### src/hdl/kus2_pkg.sv
package kus2_pkg;

	localparam logic [7:0] CODE_BREAK     = 8'hF0;
	localparam logic [7:0] CODE_EXTEND    = 8'hE0;
	localparam logic [7:0] CODE_PAUSE_PFX = 8'hE1;
	localparam logic [7:0] CODE_PRTSC_A   = 8'h12;
	localparam logic [7:0] CODE_PRTSC_B   = 8'h7C;
	localparam logic [7:0] CODE_PAUSE_A   = 8'h14;
	localparam logic [7:0] CODE_PAUSE_B   = 8'h77;

	localparam logic [7:0] USAGE_PRTSC = 8'h46;
	localparam logic [7:0] USAGE_PAUSE = 8'h48;

	typedef logic [2:0] step_t;
	typedef logic [8:0] map_entry_t;

	typedef enum logic [1:0] {
		KIND_NONE,
		KIND_PLAIN,
		KIND_PRTSC,
		KIND_PAUSE
	} kind_t;

	typedef struct packed {
		logic [7:0] data;
		logic       last;
	} seq_beat_t;

	function automatic map_entry_t usage_map(input logic [7:0] usage);
		map_entry_t e;
		e = 9'h000;
		unique case (usage)
			8'd4: e = 9'h01C;   8'd5: e = 9'h032;   8'd6: e = 9'h021;   8'd7: e = 9'h023;
			8'd8: e = 9'h024;   8'd9: e = 9'h02B;   8'd10: e = 9'h034;  8'd11: e = 9'h033;
			8'd12: e = 9'h043;  8'd13: e = 9'h03B;  8'd14: e = 9'h042;  8'd15: e = 9'h04B;
			8'd16: e = 9'h03A;  8'd17: e = 9'h031;  8'd18: e = 9'h044;  8'd19: e = 9'h04D;
			8'd20: e = 9'h015;  8'd21: e = 9'h02D;  8'd22: e = 9'h01B;  8'd23: e = 9'h02C;
			8'd24: e = 9'h03C;  8'd25: e = 9'h02A;  8'd26: e = 9'h01D;  8'd27: e = 9'h022;
			8'd28: e = 9'h035;  8'd29: e = 9'h01A;  8'd30: e = 9'h016;  8'd31: e = 9'h01E;
			8'd32: e = 9'h026;  8'd33: e = 9'h025;  8'd34: e = 9'h02E;  8'd35: e = 9'h036;
			8'd36: e = 9'h03D;  8'd37: e = 9'h03E;  8'd38: e = 9'h046;  8'd39: e = 9'h045;
			8'd40: e = 9'h05A;  8'd41: e = 9'h076;  8'd42: e = 9'h066;  8'd43: e = 9'h00D;
			8'd44: e = 9'h029;  8'd45: e = 9'h04E;  8'd46: e = 9'h055;  8'd47: e = 9'h054;
			8'd48: e = 9'h05B;  8'd49: e = 9'h05D;  8'd51: e = 9'h04C;  8'd52: e = 9'h052;
			8'd53: e = 9'h00E;  8'd54: e = 9'h041;  8'd55: e = 9'h049;  8'd56: e = 9'h04A;
			8'd57: e = 9'h058;  8'd58: e = 9'h005;  8'd59: e = 9'h006;  8'd60: e = 9'h004;
			8'd61: e = 9'h00C;  8'd62: e = 9'h003;  8'd63: e = 9'h00B;  8'd64: e = 9'h083;
			8'd65: e = 9'h00A;  8'd66: e = 9'h001;  8'd67: e = 9'h009;  8'd68: e = 9'h078;
			8'd69: e = 9'h007;  8'd71: e = 9'h07E;
			8'd73: e = 9'h170;  8'd74: e = 9'h16C;  8'd75: e = 9'h17D;  8'd76: e = 9'h171;
			8'd77: e = 9'h169;  8'd78: e = 9'h17A;  8'd79: e = 9'h174;  8'd80: e = 9'h16B;
			8'd81: e = 9'h172;  8'd82: e = 9'h175;
			8'd83: e = 9'h077;  8'd84: e = 9'h14A;  8'd85: e = 9'h07C;  8'd86: e = 9'h07B;
			8'd87: e = 9'h079;  8'd88: e = 9'h15A;
			8'd89: e = 9'h069;  8'd90: e = 9'h072;  8'd91: e = 9'h07A;  8'd92: e = 9'h06B;
			8'd93: e = 9'h073;  8'd94: e = 9'h074;  8'd95: e = 9'h06C;  8'd96: e = 9'h075;
			8'd97: e = 9'h07D;  8'd98: e = 9'h070;  8'd99: e = 9'h071;  8'd101: e = 9'h12F;
			8'd224: e = 9'h014; 8'd225: e = 9'h012; 8'd226: e = 9'h011; 8'd227: e = 9'h11F;
			8'd228: e = 9'h114; 8'd229: e = 9'h059; 8'd230: e = 9'h111; 8'd231: e = 9'h127;
			default: e = 9'h000;
		endcase
		return e;
	endfunction

	function automatic seq_beat_t seq_beat(input kind_t kind, input logic ext, input logic rel,
			input logic [7:0] code, input step_t step);
		seq_beat_t b;
		b.data = 8'h00;
		b.last = 1'b0;
		unique case (kind)
			KIND_PLAIN: begin
				if (ext && step == 3'd0) begin
					b.data = CODE_EXTEND;
				end else if (rel && step == {2'b00, ext}) begin
					b.data = CODE_BREAK;
				end else begin
					b.data = code;
				end
				b.last = (step == ({2'b00, ext} + {2'b00, rel}));
			end
			KIND_PRTSC: begin
				if (!rel) begin
					unique case (step)
						3'd0: b.data = CODE_EXTEND;
						3'd1: b.data = CODE_PRTSC_A;
						3'd2: b.data = CODE_EXTEND;
						3'd3: begin
							b.data = CODE_PRTSC_B;
							b.last = 1'b1;
						end
						default: b.data = CODE_EXTEND;
					endcase
				end else begin
					unique case (step)
						3'd0: b.data = CODE_EXTEND;
						3'd1: b.data = CODE_BREAK;
						3'd2: b.data = CODE_PRTSC_B;
						3'd3: b.data = CODE_EXTEND;
						3'd4: b.data = CODE_BREAK;
						3'd5: begin
							b.data = CODE_PRTSC_A;
							b.last = 1'b1;
						end
						default: b.data = CODE_EXTEND;
					endcase
				end
			end
			KIND_PAUSE: begin
				if (!rel) begin
					unique case (step)
						3'd0: b.data = CODE_PAUSE_PFX;
						3'd1: b.data = CODE_PAUSE_A;
						3'd2: b.data = CODE_PAUSE_B;
						3'd3: b.data = CODE_PAUSE_A;
						3'd4: begin
							b.data = CODE_PAUSE_B;
							b.last = 1'b1;
						end
						default: b.data = CODE_PAUSE_PFX;
					endcase
				end else begin
					unique case (step)
						3'd0: b.data = CODE_PAUSE_PFX;
						3'd1: b.data = CODE_PAUSE_A;
						3'd2: b.data = CODE_BREAK;
						3'd3: b.data = CODE_PAUSE_B;
						3'd4: b.data = CODE_PAUSE_A;
						3'd5: b.data = CODE_BREAK;
						3'd6: begin
							b.data = CODE_PAUSE_B;
							b.last = 1'b1;
						end
						default: b.data = CODE_PAUSE_PFX;
					endcase
				end
			end
			KIND_NONE: begin
				b.data = 8'h00;
				b.last = 1'b1;
			end
			default: begin
				b.data = 8'h00;
				b.last = 1'b1;
			end
		endcase
		return b;
	endfunction

endpackage

### src/hdl/kus2_rom.sv
module kus2_rom (
	input  logic                     clk,
	input  logic                     rd_en,
	input  logic [7:0]               rd_addr,
	output kus2_pkg::map_entry_t     rd_data
);

	kus2_pkg::map_entry_t rom_q [256];
	kus2_pkg::map_entry_t rd_data_q;

	always_comb begin
		for (int i = 0; i < 256; i++) begin
			rom_q[i] = kus2_pkg::usage_map(8'(i));
		end
	end

	always_ff @(posedge clk) begin
		if (rd_en) begin
			rd_data_q <= rom_q[rd_addr];
		end
	end

	assign rd_data = rd_data_q;

endmodule

### src/hdl/key_usage_to_ps2_set2_codes.sv
// channel  | handshake            | payload
// ---------+----------------------+------------------------------
// in       | in_valid / in_ready  | key_usage[7:0], key_release
// out      | out_valid / out_ready| code_byte[7:0], last_byte
//
// One code byte per cycle unless out_ready stalls; an event of 1 to 7 bytes holds the byte sequencer.
// First byte passes the table read at the input beat, then the sequencer, then the output register.
// A new event is taken while the previous one is still being sent; unlisted keys are dropped unsent.
// Reset clears all valid flags; the usage table is a constant ROM and needs no clearing.
// A stalled output holds the sequencer, which in turn holds the input stage.
module key_usage_to_ps2_set2_codes (
	input  logic       clk,
	input  logic       arst_n,
	input  logic       in_valid,
	output logic       in_ready,
	input  logic [7:0] key_usage,
	input  logic       key_release,
	output logic       out_valid,
	input  logic       out_ready,
	output logic [7:0] code_byte,
	output logic       last_byte
);

	logic                  valid_s1;
	logic [7:0]            usage_s1;
	logic                  rel_s1;
	kus2_pkg::map_entry_t  entry_s1;
	kus2_pkg::kind_t       kind_s1;

	logic                  seq_valid_q;
	kus2_pkg::kind_t       seq_kind_q;
	logic                  seq_ext_q;
	logic                  seq_rel_q;
	logic [7:0]            seq_code_q;
	kus2_pkg::step_t       seq_step_q;
	kus2_pkg::seq_beat_t   cur;

	logic                  out_valid_q;
	logic [7:0]            code_byte_q;
	logic                  last_byte_q;

	logic in_fire;
	logic out_load;
	logic seq_fire;
	logic seq_done;
	logic seq_free;
	logic s1_drop;
	logic seq_load;
	logic s1_move;

	kus2_rom u_rom (
		.clk     (clk),
		.rd_en   (in_fire),
		.rd_addr (key_usage),
		.rd_data (entry_s1)
	);

	always_comb begin
		if (usage_s1 == kus2_pkg::USAGE_PRTSC) begin
			kind_s1 = kus2_pkg::KIND_PRTSC;
		end else if (usage_s1 == kus2_pkg::USAGE_PAUSE) begin
			kind_s1 = kus2_pkg::KIND_PAUSE;
		end else if (entry_s1 != 9'h000) begin
			kind_s1 = kus2_pkg::KIND_PLAIN;
		end else begin
			kind_s1 = kus2_pkg::KIND_NONE;
		end
	end

	assign cur      = kus2_pkg::seq_beat(seq_kind_q, seq_ext_q, seq_rel_q, seq_code_q, seq_step_q);
	assign out_load = !out_valid_q || out_ready;
	assign seq_fire = seq_valid_q && out_load;
	assign seq_done = seq_fire && cur.last;
	assign seq_free = !seq_valid_q || seq_done;
	assign s1_drop  = valid_s1 && (kind_s1 == kus2_pkg::KIND_NONE);
	assign seq_load = valid_s1 && (kind_s1 != kus2_pkg::KIND_NONE) && seq_free;
	assign s1_move  = s1_drop || seq_load;
	assign in_ready = !valid_s1 || s1_move;
	assign in_fire  = in_valid && in_ready;

	always_ff @(posedge clk or negedge arst_n) begin
		if (!arst_n) begin
			valid_s1 <= 1'b0;
		end else if (in_fire) begin
			valid_s1 <= 1'b1;
		end else if (s1_move) begin
			valid_s1 <= 1'b0;
		end
	end

	always_ff @(posedge clk) begin
		if (in_fire) begin
			usage_s1 <= key_usage;
			rel_s1   <= key_release;
		end
	end

	always_ff @(posedge clk or negedge arst_n) begin
		if (!arst_n) begin
			seq_valid_q <= 1'b0;
			seq_step_q  <= '0;
		end else if (seq_load) begin
			seq_valid_q <= 1'b1;
			seq_step_q  <= '0;
		end else if (seq_done) begin
			seq_valid_q <= 1'b0;
		end else if (seq_fire) begin
			seq_step_q <= seq_step_q + 3'd1;
		end
	end

	always_ff @(posedge clk) begin
		if (seq_load) begin
			seq_kind_q <= kind_s1;
			seq_ext_q  <= entry_s1[8];
			seq_rel_q  <= rel_s1;
			seq_code_q <= entry_s1[7:0];
		end
	end

	always_ff @(posedge clk or negedge arst_n) begin
		if (!arst_n) begin
			out_valid_q <= 1'b0;
		end else if (out_load) begin
			out_valid_q <= seq_valid_q;
		end
	end

	always_ff @(posedge clk) begin
		if (seq_fire) begin
			code_byte_q <= cur.data;
			last_byte_q <= cur.last;
		end
	end

	assign out_valid = out_valid_q;
	assign code_byte = code_byte_q;
	assign last_byte = last_byte_q;

	a_load_starts: assert property (@(posedge clk) disable iff (!arst_n)
		seq_load |=> seq_valid_q && seq_step_q == 3'd0)
		else $error("sequencer load did not restart at first byte");

	a_step_advance: assert property (@(posedge clk) disable iff (!arst_n)
		seq_fire && !cur.last |=> seq_valid_q && seq_step_q == $past(seq_step_q) + 3'd1)
		else $error("sequencer step did not advance");

	a_step_bound: assert property (@(posedge clk) disable iff (!arst_n)
		seq_valid_q |-> seq_step_q <= 3'd6)
		else $error("sequencer ran past the longest sequence");

	a_done_empty: assert property (@(posedge clk) disable iff (!arst_n)
		seq_done && !seq_load |=> !seq_valid_q)
		else $error("sequencer still busy after last byte");

endmodule

### config.mk
export PLATFORM = sky130hd
export DESIGN_NAME = key_usage_to_ps2_set2_codes
export DESIGN_NICKNAME = d
export VERILOG_FILES = /design/src/hdl/kus2_pkg.sv /design/src/hdl/kus2_rom.sv /design/src/hdl/key_usage_to_ps2_set2_codes.sv
export SDC_FILE = /design/constraint.sdc
export NUM_CORES = 1
export LEC_CHECK = 0
export ABC_AREA = 1
export BUFFER_PORTS_ARGS = -buffer_cell sky130_fd_sc_hd__buf_4
export CAP_MARGIN = 10
export CORE_UTILIZATION = 63
export CTS_BUF_LIST = sky130_fd_sc_hd__clkbuf_4
export CTS_CLUSTER_DIAMETER = 120
export DETAILED_ROUTE_END_ITERATION = 7
export PLACE_DENSITY = 0.83
export SYNTH_ARGS = -nofsm -noshare
export SYNTH_HDL_FRONTEND = slang
export SYNTH_HIERARCHICAL = 1
export SYNTH_SLANG_ARGS = --single-unit
### constraint.sdc
create_clock -name clk -period 3.5 [get_ports clk]
set_clock_uncertainty 0.2 [all_clocks]
set_input_delay 0.525 -clock clk [delete_from_list [all_inputs] [get_ports clk]]
set_output_delay 0.525 -clock clk [all_outputs]
set_load 0.02 [all_outputs]
==> impl_results.md <==
- Critical Path RT: 2.77 ns
- Initial antenna violation count: 0
- Worst r2r src: seq_step_q[0]
- # setup viols final: 0
- Slew @ Worst Pin: between 0.7 and 0.8 ns
- Count of final hold-check violations: 0
- FF+latch count, synth: 45
- Nets@finish: 550
- H-Tree Depth: 2
- Avg Inst Size Synth: just over 7 sq um
- Tmin final: 2.92 ns
- Clock root cell: clkbuf_4
- PD cells: 614 nW/um^2
- Post-CTS Resized: 0
- Clock-pin slew on the worst setup and hold paths: 0.13 ns
- Pins over their slew limit: 0
- Clock share of power: a little over an eighth
- Leading area contributor after synthesis: edfxtp_1
- CP cell instances: ha_1, ha_1, inv_1, nand2_2, nand2_1, nand2_1, nand2_1, inv_1, nand2_2, nand2_4, nand2_4, nand3_4, buf_4
- TritonCTS Buffers: 5
- Asr flop ratio synth: 13.3%
- Global-route wire length before repair: ~15000 microns
- Die ar.: around 5900 sq um
- Vias in the first global route: about 3.2k
- Synth area leaders: edfxtp_1, nand2_1, nand3_1
- Logic gate share of total power: approximately 46%
- Gr usage total: 32.8%
- Drt first pass iters: 5
- Worst hold path depth: 1
- Drt initial violations: 323
- Clock latency on the worst-skew pair: 0.36 ns
- Fin util: 72.2%
- Post-synth top area share: 33.5%
- Total Neg Setup Slack: 0 ns
- Commonest non-fill, non-tap cell in the layout: nand2_1
- Diode count: 0
- Reg2Reg Setup Slack: 0.76 ns
- Net Sw Power: 0.982 mW
- Max Root-Sink Buffers: 2
- TritonCTS clock tree: built
- R2r endpoint: u_rom/rd_data[0]
- CTS sink cnt: 45
- Syn_nets: between 500 and 600
- Fill count: 430
- I/O pin total: 24
- Slew HR: between 40% and 50%
- Gpl congestion: 1.05
- Final HPWL DP: 6950 microns
- Row Count: 26
- Fraction of layout cells with a size suffix above 1: 10.6%
- Critical path arrival: 2.20 ns
- CP Capture Type: output pin
- Seq pwr share: 40.4%
- Startpoint Class: flop
- R2R depth: 14
- Vias: 3363
- WS Path Type: reg2out
- HP Class: in2reg
- Top FF cell, synth: edfxtp_1
- Sequential Area: 1320 sq um
- Mapped Area: 3500 sq um
- Worst-path fanout max: 7
- Peak Freq: ~0.34 GHz
- Post-CTS Setup Bufs: 0
- EDFF count, synth: 39
- Area of the multi-input gates: 1890 sq um
- Critical Path Max Stage Delay: 0.49 ns
- Routed wire length: 9120 microns
- Hold Path Origin: key_release
- Post-synthesis cell count: 496
- Synth Warn #: 6
- Internal power: between 1 and 1.5 mW
- Worst VDD drop: approximately 0.00042 V
- Cell leakage power: 1.86 nW
- Status: finished clean
- Layout area overhead: 8.12%
- Sequential area share after synthesis: 37.8%
- Maximum Capacitance Violations: 0
- Period Utilization, post-route: 83.5%
- Die height: 76.5 microns
- Crit path max-delay cell type: dfrtp_1
- Pin count of the biggest net entering global routing: 35
- Unrepaired setup endpoints after global routing: false
- Leading cell types in the layout, fill and taps excluded: nand2_1, nand3_1, inv_1
- Detail Route Antenna Nets: 0
- Most used cell, CP: nand2_1
- Via/cell ratio: 5.73
- Initial Utilization: 66.8%
- Sw frac: 42.3%
- Wire per inst: 15.5 microns
- WHS Endpoint: rel_s1
- Core area: 5240 sq um
- Die X-Extent: 76.5 microns
- Distinct cells, synth: 32
- Remaining global-route overflow: 0
- IO Port Bufs: 23
- DRC errors left: 0
worst max path at each step:
stage	from	to	slack (ns)	cells after the start
6_report	seq_step_q[0]	in_ready	0.58	13
5_1_grt	seq_step_q[0]	in_ready	0.46	13
4_1_cts	seq_step_q[0]	in_ready	0.57	13
3_5_place_dp	seq_step_q[0]	u_rom/rd_data[2]	0.78	14
3_3_place_gp	seq_step_q[0]	u_rom/rd_data[2]	0.93	14
2_1_floorplan	seq_step_q[0]	seq_code_q[0]	1.08	12
state kept, by name, summed over array words and instances, names as in the netlist:
name and cells:
seq_code_q 8, last_byte 1, out_valid 1, u_rom/rd_data 9, valid_s1 1, seq_rel_q 1
rel_s1 1, usage_s1 8, seq_valid_q 1, seq_kind_q 2, seq_ext_q 1, code_byte 8
seq_step_q 3
power by group through the flow:
stage | clock network, mW | registers, mW | logic [mW]
6_report | 0.313 | 0.937 | 1.07
5_1_grt | 0.340 | 0.955 | 1.19
4_1_cts | 0.317 | 0.938 | 1.06
3_5_place_dp | 0 | 0.950 | 1.05
3_3_place_gp | 0 | 0.941 | 1.01
2_1_floorplan | 0 | 1.00 | 0.681
critical path, delay by kind of cell (launching register included):
kind / cells / cell delay [ns]
flops: 1 / 0.49
buf+inv: 3 / 0.30
fa+ha+maj: 2 / 0.45
simple gates: 8 / 0.60
layer usage:
layer	vias up	GRT usage [%]	routed length, microns	part of all wire (%)
met5	-	0	0	0
met4	0	17.5	410	4.5
li1	1655	-	-	-
met2	178	59.9	4700	52
met1	1493	37.3	3440	38
met3	37	3.47	563	6.2
layout make-up:
cell class / instances / share of cell area [%]
Inverter: 58 / 5.76
Sequential cell: 45 / 34.9
Clock inverter: 3 / 1.09
Multi-Input combinational cell: 381 / 49.9
Tap cell: 70 / 2.32
Timing Repair Buffer: 25 / 5.03
Clock buffer: 5 / 0.992
per-stage QoR:
stage | std cells | hold WS [ns] | setup slack [ns] | total power, mW | cell area [sq um]
6_report | 587 | 0.155 | 0.577 | 2.32 | 3780
4_1_cts | 587 | 0.142 | 0.570 | 2.31 | 3780
3_5_place_dp | 578 | 0.138 | 0.785 | 2.00 | 3690
3_3_place_gp | 578 | 0.135 | 0.933 | 1.95 | 3690
2_1_floorplan | 496 | 0.0294 | 1.08 | 1.68 | 3500
5_1_grt | 587 | 0.138 | 0.459 | 2.48 | 3780
cell usage after synthesis (2+ instances only):
library cell	number
edfxtp_1	39
nand3_4	2
inv_1	51
nand2_1	176
clkbuf_1	2
nand2_2	6
dfrtp_1	6
buf_2	4
nor2_1	42
a21oi_1	17
buf_4	6
o211ai_1	3
o21ai_0	19
o21ai_1	6
nand2_4	2
nor3_1	3
nand3_1	68
inv_2	7
ha_1	21
nor2_2	4
timing repair:
item                                    in CTS  in global routing
endpoints found under the setup margin       0                  0
endpoints found under the hold margin        6                  0
hold buffers                                 1                  0
cells by family (layout without fill, tap and decap cells):
| family | after synthesis | after routing | synth area share [%] |
|---|---|---|---|
| AOI/OAI and AO/OA | 51 | 51 | 8.01 |
| xor gates and xnor gates | 1 | 1 | 0.250 |
| adders and majority gates | 21 | 21 | 7.51 |
| buffers and inverters | 70 | 91 | 8.30 |
| DFF | 45 | 45 | 37.8 |
| and+or+nand+nor | 308 | 308 | 38.2 |
Power figures use the tool's default switching activity.
